### src/rtl/du3_pkg.sv
// Shared types and constants for the 3D distance unit.
// No dependencies; every other file in rtl imports this package.
package du3_pkg;

    localparam int COORD_BITS_DEF = 32;
    localparam int DIST_W         = 35;
    localparam int RADIUS_W       = 31;
    localparam int FUNC_W         = 2;
    localparam int FRONT_STAGES   = 6;

    localparam logic [FUNC_W-1:0] FUNC_POINT  = 2'd0;
    localparam logic [FUNC_W-1:0] FUNC_LINE   = 2'd1;
    localparam logic [FUNC_W-1:0] FUNC_SPHERE = 2'd2;

    typedef struct packed {
        logic [FUNC_W-1:0]   func;
        logic [RADIUS_W-1:0] radius;
        logic                degen;
    } ctrl_t;

endpackage

### src/rtl/du3_sqrt_cell.sv
// One cell of the square root row: settles one root bit per cycle while en is high.
// Carries a side payload alongside; uses du3_pkg.
module du3_sqrt_cell
    import du3_pkg::*;
#(
    parameter int RAD_W  = 2 * COORD_BITS_DEF + 4,
    parameter int SIDE_W = 1
)
(
    input  logic                 clk,
    input  logic                 en,
    input  logic [RAD_W-1:0]     rad_in,
    input  logic [RAD_W/2+1:0]   rem_in,
    input  logic [RAD_W/2-1:0]   root_in,
    input  logic [SIDE_W-1:0]    side_in,
    output logic [RAD_W-1:0]     rad_out,
    output logic [RAD_W/2+1:0]   rem_out,
    output logic [RAD_W/2-1:0]   root_out,
    output logic [SIDE_W-1:0]    side_out
);

    localparam int ROOT_W = RAD_W / 2;
    localparam int REM_W  = ROOT_W + 2;

    logic [REM_W-1:0]  rem_sh;
    logic [REM_W-1:0]  trial;
    logic              ge;
    logic [RAD_W-1:0]  rad_reg, rad_next;
    logic [REM_W-1:0]  rem_reg, rem_next;
    logic [ROOT_W-1:0] root_reg, root_next;
    logic [SIDE_W-1:0] side_reg;

    always_comb
    begin
        rem_sh    = {rem_in[REM_W-3:0], rad_in[RAD_W-1 -: 2]};
        trial     = {root_in, 2'b01};
        ge        = (rem_sh >= trial);
        rem_next  = ge ? (rem_sh - trial) : rem_sh;
        root_next = {root_in[ROOT_W-2:0], ge};
        rad_next  = rad_in << 2;
    end

    always_ff @(posedge clk)
    begin
        if (en)
        begin
            rad_reg  <= rad_next;
            rem_reg  <= rem_next;
            root_reg <= root_next;
            side_reg <= side_in;
        end
    end

    assign rad_out  = rad_reg;
    assign rem_out  = rem_reg;
    assign root_out = root_reg;
    assign side_out = side_reg;

endmodule

### config.mk
export PLATFORM = sky130hd
export DESIGN_NAME = du3_sqrt_cell
export DESIGN_NICKNAME = d
export VERILOG_FILES = /design/src/rtl/du3_pkg.sv /design/src/rtl/du3_sqrt_cell.sv
export SDC_FILE = /design/constraint.sdc
export NUM_CORES = 1
export LEC_CHECK = 0
export BUFFER_PORTS_ARGS = -buffer_cell sky130_fd_sc_hd__buf_4
export CORE_ASPECT_RATIO = 1.1
export CORE_MARGIN = 2
export CORE_UTILIZATION = 44
export CTS_CLUSTER_SIZE = 30
export DETAILED_ROUTE_END_ITERATION = 8
export HOLD_SLACK_MARGIN = 0.05
export PLACE_DENSITY = 0.75
export SLEW_MARGIN = 20
export SYNTH_ARGS = -nofsm -noshare
export SYNTH_HDL_FRONTEND = slang
export SYNTH_SLANG_ARGS = --single-unit
export TNS_END_PERCENT = 30
### constraint.sdc
create_clock -name clk -period 3.15 [get_ports clk]
set_input_delay 0.7875 -clock clk [delete_from_list [all_inputs] [get_ports clk]]
set_output_delay 0.7875 -clock clk [all_outputs]
set_load 0.05 [all_outputs]
==> results.md, run 1 <==
- Status: completed
- Fill cells: about 1100
- WP data required: between 3000 and 4000 ps
- CP startpoint: root_in[2]
- Worst Path Buf+Inv: 2
- Vias per cell: 5.058
- Cell taking the most area after synthesis: edfxtp_1
- Register area share after synthesis: about 60%
- Pins Over Slew Limit: 0
- Unique masters post-synth: 58
- Worst stage delay on the critical path: 510 ps
- Post-synth ARST share: 0%
- Final hold violations: 0
- Crit-path cells: buf_4, inv_1, ha_1, nand2_2, o31ai_2, o2111ai_2, a211oi_2, o21ai_1, o311ai_2, o21ai_2, nor3b_1, or4_1
- PwrDens: between 500 and 600 nW/um^2
- DR WL/cell: around 18 microns
- YS warnings: 0
- Largest net degree at the start of global routing: 63
- Tcrit/Tclk final: a little over nine tenths
- 1st-iter DRT viols: 272
- Min-delay src: rad_in[31]
- DR WL met2: a little over 10 mm
- Input/output buffers: 275
- Slew of the pin with the lowest slew margin: 583.7 ps
- Mapped Cells: slightly above 500
- Top area cells in the synthesized netlist: edfxtp_1 (60%), ha_1 (6.6%), mux2_4 (5.7%)
- CTS Hold Bufs: 0
- Global-route wire length before repair: 28.58 mm
- Routability Congestion: around 0.9
- DRC Markers: 0
- Slowest CP cell: or4_1
- Row count: 47
- CP top delay family: compound AO/OA/AOI/OAI gates
- Final min period: between 3000 and 4000 ps
- Sink Count: about 140
- Hold crit path type: input pin to flip-flop
- RSZ-0062 raised after global routing: true
- Post-synth top cells: edfxtp_1 (137), inv_1 (42), ha_1 (36), nand2_1 (27), mux2_4 (26)
- Final instance area: 10430 sq um
- Layout cells sized above 1: between 50 and 60%
- Critical path startpoint category: input pin
- Critical path peak fanout: 4
- Setup crit end: rem_out[35]
- Worst hold margin: around 540 ps
- Die Area: approximately 17000 sq um
- Antenna violations before repair: 0
- Area after DPL: between 9000 and 10000 sq um
- Crit path capture type: flip-flop
- WL met3: approximately 1.5 mm
- Crit Path Category: input pin to flip-flop
- Gr ovfl total: 0
- Syn Area/Cell: roughly 14 sq um
- Die W: ~120 microns
- I/O Pins: 280
- CTS tree: built
- Number of synthesized flops with an enable pin: 137
- Total track usage: between 20% and 30%
- Area grow syn2layout: 51.68%
- Max-cap viol count: 0
- Levels on crit path: 12
- H-tree depth: 4
- Vias in the first global route: slightly below 6000
- Detailed placer's ending HPWL: roughly 15 mm
- Clock buffer count from CTS: 17
- Bufs on Longest Clock Path: 2
- Fmax: 0.3220 GHz
- Most frequent cell after synthesis: edfxtp_1
- Ys flop type: edfxtp_1
- Worst VDD drop: 0.2850 mV
- Max Used Layer: met4
- LEAKAGE: approximately 0.0047 uW
- Antenna cells: 0
- Initial Util: approximately 45%
- M1 WL: 7.099 mm
- Clock-pin transition on the worst setup and hold timing paths: approximately 60 ps
- Core area: ~15000 sq um
- Vias: 5478
- Post-synth top area share: between 50 and 60%
- Antenna Nets Post-Route: 0
- Die height: around 140 microns
- Final WL: between 15 and 20 mm
- CTS root buffer: clkbuf_16
- Synthesized flop and latch total: about 140
- Drt pass-1 iters: 4
- WP data arrival: between 3000 and 4000 ps
- Final net count: 1051
- Synthesized area: roughly 6900 sq um
- Slew margin rel.: around three fifths
- Final setup violation count: 0
## cells in the final DEF, fill, tap and decap left out, drive strengths merged, types with 22 or more instances in the layout
cell type,Yosys,routed
ha,36,36
nor2,26,26
nand2,28,28
buf,12,364
xnor2,22,22
o21ai,23,23
a21oi,25,25
mux2,34,34
inv,42,49
edfxtp,137,137
## layout make-up
type                    instances  area [sq um]  area share, %
flip-flops and latches        137          4114          39.46
repair buffers                364          2786          26.73
well taps                     196         245.2          2.352
clock inverters                15         135.1          1.296
inverters                      42         157.7          1.512
clock buffers                  17         425.4          4.081
multi-input cells             312          2561          24.57
## registers in the layout (all words and copies together), names as in the netlist
name      cells
rad_out      66
rem_out      36
root_out     34
side_out      1
## cell families after synthesis
kind of cell             share of synthesized area (%)
multiplexers                                     7.428
XOR/XNOR                                         4.205
AO/OA/AOI/OAI                                    10.49
other                                          0.05456
AND/OR/NAND/NOR                                  7.355
adder cells (fa/ha/maj)                          6.554
flip-flops                                       59.86
buffers and inverters                            4.060
## per-layer routing
metal | vias to the layer above | track usage, %
li1 | 2619 | -
met1 | 2605 | 23.44
met2 | 225 | 41.76
met3 | 29 | 6.039
met4 | 0 | 8.775
met5 | - | 0
## what timing repair did
action                     CTS  global route
setup endpoints to repair    0            28
setup buffers                0             2
resized for setup            0            10
## worst min path at each step
stage / slack, ps / depth (start not counted) / end
2_1_floorplan: 890 / 0 / rad_out[10]
3_3_place_gp: 970 / 1 / rad_out[46]
3_5_place_dp: 970 / 1 / rad_out[52]
4_1_cts: 530 / 1 / rad_out[50]
5_1_grt: 530 / 1 / rad_out[50]
6_report: 540 / 1 / rad_out[33]
## report_power, final
group | internal, uW | switching [uW]
Sequential | 2220 | 50.7
Combinational | 759 | 1140
Clock | 1040 | 852
## through the flow
| step | power [uW] | TNS (ps) | setup slack [ps] | std cells | util (%) |
|---|---|---|---|---|---|
| floorplan | 3478 | -3.315 | -3.315 | 508 | - |
| global placement | 4152 | -8111 | -330.7 | 1049 | 64.65 |
| detailed placement | 4188 | -9871 | -382.9 | 1049 | 64.65 |
| CTS | 6083 | 0 | 56.44 | 1081 | 68.35 |
| global route | 6266 | -362.8 | -34.80 | 1083 | 68.71 |
| finish | 6060 | 0 | 44.12 | 1083 | 68.71 |
Power figures use the tool's default switching activity.
==> run 2, diff against run 1 <==
--- a/config.mk
+++ b/config.mk
@@ -9,10 +9,10 @@
 export CORE_ASPECT_RATIO = 1.1
 export CORE_MARGIN = 2
 export CORE_UTILIZATION = 44
-export CTS_CLUSTER_SIZE = 30
 export DETAILED_ROUTE_END_ITERATION = 8
 export HOLD_SLACK_MARGIN = 0.05
 export PLACE_DENSITY = 0.75
+export REMOVE_ABC_BUFFERS = 1
 export SLEW_MARGIN = 20
 export SYNTH_ARGS = -nofsm -noshare
 export SYNTH_HDL_FRONTEND = slang
==> run 2 against run 1 <==
Compared with the run above: count of clock-buffer cells in the layout up 1; sequential cell count unchanged; hold slack about the same; wire length down 0.91%; die area unchanged; largest cell class unchanged.
==> results.md, run 2 (synthesis results as in run 1) <==
- Setup_tns: 0 ps (unchanged)
- Critical path startpoint category: input pin
- Crit-path cells: buf_4, ha_1, a21oi_2, o21ai_0, a21oi_1, o31ai_1, o21ai_1, o311ai_2, o21ai_2, and4bb_1, or4_1
- Vias in the first global route: 5666 (-1.7%)
- Worst stage delay on the critical path: 520 ps (about the same)
- Crit path capture type: flip-flop
- Final setup violation count: 0 (unchanged)
- Die height: 135.1 microns (unchanged)
- H-tree depth: 4 (unchanged)
- Cell depth of the worst min-delay path: 1 (unchanged)
- Die W: 123.2 microns (unchanged)
- Total track usage: 22.54% (+0.16 points)
- Fmax: 0.3252 GHz (+1.0%)
- Final WL: 19.09 mm (-0.91%)
- Largest net degree at the start of global routing: 50 (-21%)
- Max-cap viol count: 0 (unchanged)
- Number of flip-flops in the largest register: 66 (unchanged)
- Clock-pin transition on the worst setup and hold timing paths: 60 ps (about the same)
- Antenna Nets Post-Route: 0 (unchanged)
- LEAKAGE: 0.004702 uW (-0.75%)
- Antenna cells: 0 (unchanged)
- Antenna violations before repair: 0 (unchanged)
- Vias per cell: 5.075 (+0.34%)
- Final net count: 1043 (-0.76%)
- CTS root buffer: clkbuf_16
- DRC Markers: 0 (unchanged)
- Sink Count: 137 (unchanged)
- Critical path peak fanout: 4 (unchanged)
- Final min period: 3075 ps (-31.18 ps)
- Row count: 47 (unchanged)
- WP data arrival: 3230 ps (-20 ps)
- Final hold violations: 0 (unchanged)
- Detailed placer's ending HPWL: 14.60 mm (-1.8%)
- Tcrit/Tclk final: 97.61% (-0.99 points)
- Bufs on Longest Clock Path: 2 (unchanged)
- Worst Hold End: rad_out[41]
- Status: completed
- Clock buffer count from CTS: 17 (unchanged)
- Routability Congestion: 0.9116 (-0.27%)
- Min-delay src: rad_in[39]
- Vias: 5456 (-0.40%)
- DR WL/cell: 17.76 microns (-0.17%)
- Final Util: 68.78% (about the same)
- Layout cells sized above 1: 51.31% (-0.21 points)
- Area grow syn2layout: 51.83% (about the same)
- Pins Over Slew Limit: 0 (unchanged)
- PwrDens: 587.2 nW/um^2 (+1.0%)
- Global-route wire length before repair: 28.67 mm (+0.31%)
- Hold crit path type: input pin to flip-flop
- 1st-iter DRT viols: 232 (-15%)
- I/O Pins: 280 (unchanged)
- Slowest CP cell: or4_1
- Drt pass-1 iters: 5 (+1)
- Most frequent cells in the layout: buf_4 (352), edfxtp_1 (137), inv_1 (42), ha_1 (32), nand2_1 (27)
- Gr ovfl total: 0 (unchanged)
- Most common cell after layout, fill and taps aside: buf_4
- Die Area: 16640 sq um (unchanged)
- Initial Util: 45.30% (unchanged)
- CTS tree: built
- Input/output buffers: 275 (unchanged)
- Core area: 15170 sq um (unchanged)
- Crit Path Category: input pin to flip-flop
- Worst VDD drop: 0.3386 mV (+19%)
- WP data required: 3310 ps (about the same)
run 2: stage by stage:
step | total power [uW] | cell area [sq um] | instances | hold slack [ps] | worst slack (ps)
after global placement | 4135 | 9711 | 1041 | 966.1 | -331.7
after floorplan | 3463 | 6755 | 491 | 886.4 | -1141
final | 6128 | 10440 | 1075 | 544.7 | 75.31
after global routing | 6342 | 10440 | 1075 | 527.7 | -66.49
after CTS | 6135 | 10290 | 1073 | 525.3 | 38.67
after detailed placement | 4168 | 9711 | 1041 | 966.8 | -395.6
run 2: per-layer routing:
metal	global-route usage [%]	wire (microns)	part of all wire, %	vias up
met5	0	0	0	-
met4	9.533	495	2.6	0
met3	6.039	1370	7.2	36
met2	41.48	10190	53	208
met1	23.86	7039	37	2605
li1	-	-	-	2607
run 2: timing repair:
item / in CTS / in global routing
resized for setup: 0 / 23
setup endpoints to repair: 0 / 33
setup buffers: 0 / 2
hold buffers: 0 / 0
run 2: worst max path at each step:
| stage | start | endpoint | slack [ps] | depth (start not counted) |
|---|---|---|---|---|
| 2_1_floorplan | root_in[33] | rem_out[2] | -1140 | 4 |
| 3_3_place_gp | rem_in[2] | rem_out[35] | -330 | 11 |
| 3_5_place_dp | rem_in[14] | rem_out[35] | -400 | 11 |
| 4_1_cts | rem_in[2] | rem_out[35] | 40 | 11 |
| 5_1_grt | root_in[12] | rem_out[25] | -70 | 14 |
| 6_report | rem_in[12] | rem_out[35] | 80 | 11 |
run 2: final cells by class:
class / instances / area, sq um
Timing Repair Buffer: 356 / 2714
Tap cell: 196 / 245.2
Sequential cell: 137 / 4114
Multi-Input combinational cell: 312 / 2628
Clock buffer: 18 / 429.2
Inverter: 42 / 157.7
Clock inverter: 14 / 147.6
Fill cell: 1099 / 4737
run 2: where the power goes:
group / internal, uW / switching [uW] / total, uW
logic: 758 / 1140 / 1900
clock network: 1170 / 791 / 1960
registers: 2220 / 50.7 / 2270
total: 4140 / 1980 / 6130
run 2: worst max-delay path: cells and delay by family:
kind            cells  cell delay [ps]
fa+ha+maj           1              350
compound gates      7             1240
simple gates        2              750
buf+inv             1              110
