<file path="src/rtl/du3_pkg.sv">
// Shared types and constants for the 3D distance unit.
// No dependencies; every other file in rtl imports this package.
package du3_pkg;

    localparam int COORD_BITS_DEF = 32;
    localparam int DIST_W         = 35;
    localparam int RADIUS_W       = 31;
    localparam int FUNC_W         = 2;
    localparam int FRONT_STAGES   = 6;

    localparam logic [FUNC_W-1:0] FUNC_POINT  = 2'd0;
    localparam logic [FUNC_W-1:0] FUNC_LINE   = 2'd1;
    localparam logic [FUNC_W-1:0] FUNC_SPHERE = 2'd2;

    typedef struct packed {
        logic [FUNC_W-1:0]   func;
        logic [RADIUS_W-1:0] radius;
        logic                degen;
    } ctrl_t;

endpackage

</file>
<file path="src/rtl/du3_div_cell.sv">
// One cell of the divider row: settles one quotient bit per cycle while en is high.
// Carries divisor and side payload alongside; uses du3_pkg.
module du3_div_cell
    import du3_pkg::*;
#(
    parameter int NUM_W  = 2 * COORD_BITS_DEF + 3,
    parameter int DEN_W  = COORD_BITS_DEF + 2,
    parameter int SIDE_W = 1
)
(
    input  logic              clk,
    input  logic              en,
    input  logic [NUM_W-1:0]  num_in,
    input  logic [DEN_W-1:0]  rem_in,
    input  logic [NUM_W-1:0]  quo_in,
    input  logic [DEN_W-1:0]  den_in,
    input  logic [SIDE_W-1:0] side_in,
    output logic [NUM_W-1:0]  num_out,
    output logic [DEN_W-1:0]  rem_out,
    output logic [NUM_W-1:0]  quo_out,
    output logic [DEN_W-1:0]  den_out,
    output logic [SIDE_W-1:0] side_out
);

    logic [DEN_W:0]    rem_sh;
    logic [DEN_W:0]    rem_sub;
    logic              ge;
    logic [NUM_W-1:0]  num_reg, num_next;
    logic [DEN_W-1:0]  rem_reg, rem_next;
    logic [NUM_W-1:0]  quo_reg, quo_next;
    logic [DEN_W-1:0]  den_reg;
    logic [SIDE_W-1:0] side_reg;

    always_comb
    begin
        rem_sh   = {rem_in, num_in[NUM_W-1]};
        rem_sub  = rem_sh - {1'b0, den_in};
        ge       = (rem_sh >= {1'b0, den_in});
        rem_next = ge ? rem_sub[DEN_W-1:0] : rem_sh[DEN_W-1:0];
        quo_next = {quo_in[NUM_W-2:0], ge};
        num_next = num_in << 1;
    end

    always_ff @(posedge clk)
    begin
        if (en)
        begin
            num_reg  <= num_next;
            rem_reg  <= rem_next;
            quo_reg  <= quo_next;
            den_reg  <= den_in;
            side_reg <= side_in;
        end
    end

    assign num_out  = num_reg;
    assign rem_out  = rem_reg;
    assign quo_out  = quo_reg;
    assign den_out  = den_reg;
    assign side_out = side_reg;

endmodule

</file>
<file path="config.mk">
export PLATFORM = sky130hd
export DESIGN_NAME = du3_div_cell
export DESIGN_NICKNAME = d
export VERILOG_FILES = /design/src/rtl/du3_pkg.sv /design/src/rtl/du3_div_cell.sv
export SDC_FILE = /design/constraint.sdc
export NUM_CORES = 1
export LEC_CHECK = 0
export ABC_CLOCK_PERIOD_IN_PS = 3100
export BUFFER_PORTS_ARGS = -buffer_cell sky130_fd_sc_hd__buf_2
export CAP_MARGIN = 20
export CORE_MARGIN = 1.5
export CORE_UTILIZATION = 34
export CTS_CLUSTER_DIAMETER = 50
export DETAILED_ROUTE_END_ITERATION = 8
export GPL_ROUTABILITY_DRIVEN = 0
export GPL_TIMING_DRIVEN = 1
export HOLD_SLACK_MARGIN = 0.02
export PLACE_DENSITY = 0.76
export SYNTH_ARGS = -nofsm -noshare
export SYNTH_HDL_FRONTEND = slang
export SYNTH_SLANG_ARGS = --single-unit
</file>
<file path="constraint.sdc">
create_clock -name clk -period 3.1 [get_ports clk]
set_clock_uncertainty 0.15 [all_clocks]
set_input_delay 0.31 -clock clk [delete_from_list [all_inputs] [get_ports clk]]
set_output_delay 0.31 -clock clk [all_outputs]
set_load 0.02 [all_outputs]
</file>
==> impl_results.md, run 1 <==
- Status: complete, no violations
- CTS Buffer Depth: 3
- Die Width: 160.6 µm
- Worst slew pin tran: 602.9 ps
- Final WL: 29.09 mm
- Synth area leaders: edfxtp_1 72%, ha_1 5.0%, o21ai_0 2.6%, nand2_1 2.3%, a21oi_1 1.9%
- Ys Warns: 0
- Critical path class: in -> reg
- Core Region: 24320 µm²
- Post-Syn Instances: 583
- Unique masters post-synth: 57
- Die height: 160.6 µm
- Worst Path Arrival: 3140 ps
- Final Worst Setup Slack: 70.16 ps
- Share of layout cells above drive strength 1: 0.4143
- Total die area: 25810 µm²
- Pleak: 0.006153 µW
- Post-route ant nets: 0
- Sink Count: 202
- Synth Cell Area: 8449 µm²
- Fin. Hold Viols: 0
- Drt drc: 0
- Worst EP required: 3210 ps
- Crit. Startpoint: rem_in[2]
- CTS tree: done
- H-tree lvl count: 1
- Hold WC Path Type: in -> reg
- I/O pins: 408
- CP max FO: 7
- Pre-CTS WS: -156.4 ps
- Max Cap Viol: 0
- Cell row count: 57
- Total grt overflow: 0
- Post-synthesis async set-or-reset flop share: 0
- Vias in the first global route: 7713
- DR pass1 iterations: 5
- Final cell count without fillers: 1581
- Starting Density: 0.3474
- Area Overhead vs Synth: 67.94%
- Post-DP HPWL: 18.97 mm
- Post-synth EDFFs: 202
- Worst setup EP type: flip-flop
- Hold path depth: 4
- Commonest non-fill, non-tap cells in the layout: 403 x buf_2, 202 x edfxtp_1, 200 x dlygate4sd3_1, 52 x nand2_1, 44 x o21ai_0
- Root buffer cell: clkbuf_16
- NumNets Final: 1477
- GRT Overall Usage: 0.2173
- Initial drt markers: 457
- CP Launch Type: input pin
- Worst vdd ir: 0.4706 mV
- Max incr delay on CP: 560 ps
- Min-Delay Endpoint: rem_out[0]
- Most common cell after layout, fill and taps aside: buf_2
- Seq/Total Area, Yosys: 0.7179
- Synth area leader: edfxtp_1
- Most used DFF post-synth: edfxtp_1
- Post-DR vias/cell: 4.677
- Pin count of the biggest net entering global routing: 70
- Drt wl/cell: 18.40 µm
- Initial antenna violation count: 2
- Slew HR: 0.5981
- Share of the synthesized area in the top cell type: 0.7179
- Global-route wire length before repair: 43.03 mm
- Placed cells: 1329
- Finish-stage setup viols: 0
- Crit-path cells: dlygate4sd3_1 > buf_2 > ha_1 > a21o_1 > or3_4 > o211ai_4 > o21ai_2 > a32o_2 > a21boi_4 > buf_12 > mux2_2
- Max Fclk: 0.3301 GHz
- Mean area per synthesized cell: 14.49 µm²
- Synthesized flop and latch total: 202
- Max-slew violations: 0
- I/O Buffers: 405
- Final Util: 0.5835
- Syn Nets: 823
- Pwr dens: 576.9 nW/µm²
- Minimum clock period: 3030 ps
- Fin crit share: 0.9774
- CTS clk-pin slew, worst paths: 60 ps
- Num CTS Buffers: 26
- Hold Startpoint: num_in[66]
- DR vias: 7395
- Critical path's slowest cell: dlygate4sd3_1
cell families (layout without fill, tap and decap cells):
kind of cell / count (synthesis) / in the layout / synth area share
compound gates: 131 / 131 / 0.09700
mux: 4 / 4 / 0.005331
other cells: 1 / 3 / 0.0004438
xor+xnor: 29 / 29 / 0.03006
flops: 202 / 202 / 0.7179
fa+ha+maj: 35 / 35 / 0.05272
simple gates: 117 / 117 / 0.06308
buf+inv: 64 / 736 / 0.03347
cell usage after synthesis, drive strengths merged, types with 4 or more instances:
master,instances
a21oi,34
nor2,22
and2,4
o21bai,4
inv,42
nand4,9
nand3,7
ha,34
xor2,13
xnor2,16
clkbuf,12
buf,10
o31ai,4
nor3,6
edfxtp,202
o211ai,5
nand2b,4
a211oi,4
a21o,11
o21ai,48
mux2,4
nand2,52
repair_timing:
action	in CTS	in global routing
setup buffers	0	4
resized for setup	0	21
setup endpoints to repair	0	29
hold endpoints to repair	200	1
hold buffers	200	1
flip-flops by register name, indices dropped and copies added (netlist names):
register  count
den_out      34
num_out      66
quo_out      67
rem_out      34
side_out      1
through the flow:
| stage | instance area [µm²] | hold WS, ps | total power [µW] | TNS, ps |
|---|---|---|---|---|
| after floorplan | 8449 | 258.9 | 4169 | 0 |
| after detailed placement | 11120 | 338.2 | 4786 | -156.4 |
| after global placement | 11120 | 336.4 | 4758 | -47.20 |
| after global routing | 14190 | 86.14 | 8486 | -53.24 |
| final | 14190 | 105.8 | 8186 | 0 |
| after CTS | 14050 | 47.57 | 8179 | 0 |
routing by layer:
layer	vias up	wire (µm)	GRT usage
met2	309	15460	0.4158
met1	3540	10860	0.2377
met5	-	0	0
li1	3487	-	-
met4	0	880	0.07179
met3	59	1885	0.04390
final cells by class:
| cell class | instances | area, µm² |
|---|---|---|
| fillers | 1890 | 10130 |
| flip-flops and latches | 202 | 6066 |
| repair buffers | 648 | 4418 |
| multi-input cells | 317 | 2206 |
| clock buffers | 27 | 675.6 |
| well taps | 324 | 405.4 |
| clock inverters | 19 | 256.5 |
| inverters | 42 | 157.7 |
| diodes | 2 | 5.005 |
worst max-delay path: cells and delay by family:
family	cells	cell delay, ps
muxes	1	340
buffers and inverters	3	850
adders and majority gates	1	220
AOI/OAI and AO/OA	5	1060
and+or+nand+nor	1	350
worst max path at each step:
stage,endpoint,cells after the start
4_1_cts,rem_out[32],12
3_5_place_dp,rem_out[32],13
5_1_grt,rem_out[32],12
6_report,rem_out[1],11
3_3_place_gp,rem_out[32],13
2_1_floorplan,rem_out[32],12
report_power, final:
group / internal (µW) / switching, µW / leakage (µW)
clock network: 1960 / 1230 / 0.000458
logic: 689 / 931 / 0.00372
registers: 3310 / 72.1 / 0.00198
total: 5960 / 2230 / 0.00615
(Power assumes the default switching activity.)
==> run 2, diff against run 1 <==
Settings changed: MAX_ROUTING_LAYER set to met4, PLACE_DENSITY 0.76 to 0.72, SKIP_CTS_REPAIR_TIMING set to 1.
==> impl_results.md, run 2 (synthesis gave the netlist of run 1 again) <==
- Placed cells: 1327 (-0.15%)
- Critical path's top delay family: compound AO/OA/AOI/OAI gates
- Area Overhead vs Synth: 66.34%
- Vias in the first global route: 6374 (-17%)
- Combinational power share: 0.195 (-0.003)
- I/O Buffers: 405 (unchanged)
- Post-route ant nets: 0 (unchanged)
- Num CTS Buffers: 28 (+7.7%)
- H-tree lvl count: 1 (unchanged)
- Share of layout cells above drive strength 1: 0.3960 (-0.01833)
- Sw Share: 0.2779 (+0.005476)
- Max-slew violations: 0 (unchanged)
- Initial drt markers: 526 (+15%)
- Die height: 160.6 µm (unchanged)
- Clock power frac: 0.389 (about the same)
- DR pass1 iterations: 5 (unchanged)
- Cell row count: 57 (unchanged)
- Fill count: 1886 (-0.21%)
- Sequential share of power: 0.417 (+0.004)
- Worst setup EP type: flip-flop
- Worst vdd ir: 0.4802 mV (+2.0%)
- Pin count of the biggest net entering global routing: 62 (-11%)
- I/O pins: 408 (unchanged)
- CTS clk-pin slew, worst paths: 60 ps (about the same)
- Drt drc: 0 (unchanged)
- Final Cell Area: 14050 µm² (-0.95%)
- CTS Buffer Depth: 3 (unchanged)
- DR vias: 7449 (+0.73%)
- CTS tree: done
- Initial antenna violation count: 3 (+1)
- Commonest non-fill, non-tap cells in the layout: 404 x buf_2, 202 x edfxtp_1, 201 x dlygate4sd3_1, 52 x nand2_1, 44 x o21ai_0
- Core Region: 24320 µm² (unchanged)
- GRT Overall Usage: 0.1846 (-0.03268)
- Slew HR: 0.6597 (+0.06161)
- Starting Density: 0.3474 (unchanged)
- Fin crit share: 0.9573 (-0.02006)
- Pwr dens: 577.7 nW/µm² (+0.14%)
- Worst EP required: 3240 ps (+30 ps)
- Pre-CTS WS: -168.2 ps (-11.82 ps)
- Storage cell area: 6066 µm² (unchanged)
- Buffers & Inverters on Critical Path: 3 (unchanged)
- Setup TNS: 0 ps (unchanged)
- Pleak: 0.006105 µW (-0.78%)
- Max Fclk: 0.3370 GHz (+2.1%)
- Minimum hold slack: 138.3 ps (+32.57 ps)
- Worst Path Arrival: 3100 ps (-40 ps)
- Post-DP HPWL: 18.65 mm (-1.7%)
- Post-DR vias/cell: 4.709 (+0.67%)
- Total grt overflow: 0 (unchanged)
- Final Worst Setup Slack: 132.3 ps (+62.19 ps)
- Most common cell after layout, fill and taps aside: buf_2
- Die Width: 160.6 µm (unchanged)
- Status: complete, no violations
- Global-route wire length before repair: 35.52 mm (-17%)
- DP Area: 11100 µm² (-0.14%)
- Hold WC Path Type: in -> reg
- CP most frequent cell: a21oi_1
- CP max FO: 16 (+9)
- Area occupied by multi-input gates: 2108 µm² (-4.4%)
- Critical path's slowest cell: dlygate4sd3_1
- Root buffer cell: clkbuf_16
- Crit-path cells: dlygate4sd3_1 > buf_2 > ha_1 > a21oi_1 > nor2_1 > a21oi_1 > o211ai_1 > a2111oi_0 > a21boi_4 > buf_12 > mux2_2
- Sink Count: 202 (unchanged)
- Final WL: 28.46 mm (-2.2%)
- Levels on crit path: 11 (unchanged)
- Total die area: 25810 µm² (unchanged)
- Worst slew pin tran: 505.8 ps (-97.08 ps)
- Max Cap Viol: 0 (unchanged)
- Max incr delay on CP: 550 ps (about the same)
- NumNets Final: 1474 (-0.20%)
- Max FFs per register: 67 (unchanged)
- Finish-stage setup viols: 0 (unchanged)
- Int Pwr: 5863 µW (-1.6%)
- Final cell count without fillers: 1582 (+0.063%)
- Fin. Hold Viols: 0 (unchanged)
- Drt wl/cell: 17.99 µm (-2.2%)
- Psw: 2256 µW (+1.2%)
- Critical path class: in -> reg
- Hold path depth: 3 (-1)
- CP Launch Type: input pin
- Minimum clock period: 2968 ps (-62.19 ps)
[run 2: per-layer routing]
metal  part of all wire  track usage  wire [µm]  up-vias
met5                  0            -          0        -
met4              0.025      0.04588        711        0
met3              0.069      0.04933       1954       54
met2               0.54       0.3345      15320      341
met1               0.37       0.1997      10470     3568
li1                   -            -          -     3486
[run 2: worst paths after layout]
| path | startpoint | to | slack [ps] |
|---|---|---|---|
| hold / removal | den_in[0] | rem_out[0] | 140 |
| setup / recovery | rem_in[23] | rem_out[1] | 130 |
[run 2: cell type report]
type,count,area share
flip-flops and latches,202,0.4316
repair buffers,643,0.3113
multi-input cells,317,0.1500
clock buffers,35,0.05172
well taps,324,0.02884
clock inverters,16,0.01478
inverters,42,0.01122
diodes,3,0.0005341
[run 2: worst min-delay path: stages]
cell     delay (ps)
buf_2            90
ha_1            160
o21ai_0          90
[run 2: power by group through the flow]
stage | registers [µW] | clock network [µW] | logic (µW)
after floorplan | 3760 | 0 | 407
after global placement | 3420 | 0 | 1340
after detailed placement | 3420 | 0 | 1360
after CTS | 3370 | 3200 | 1360
after global routing | 3400 | 3340 | 1690
final | 3380 | 3160 | 1580
[run 2: through the flow]
step,total power [µW],util
after floorplan,4169,-
after global placement,4753,0.4564
after detailed placement,4780,0.4564
after CTS,7937,0.4949
after global routing,8426,0.5779
final,8120,0.5779
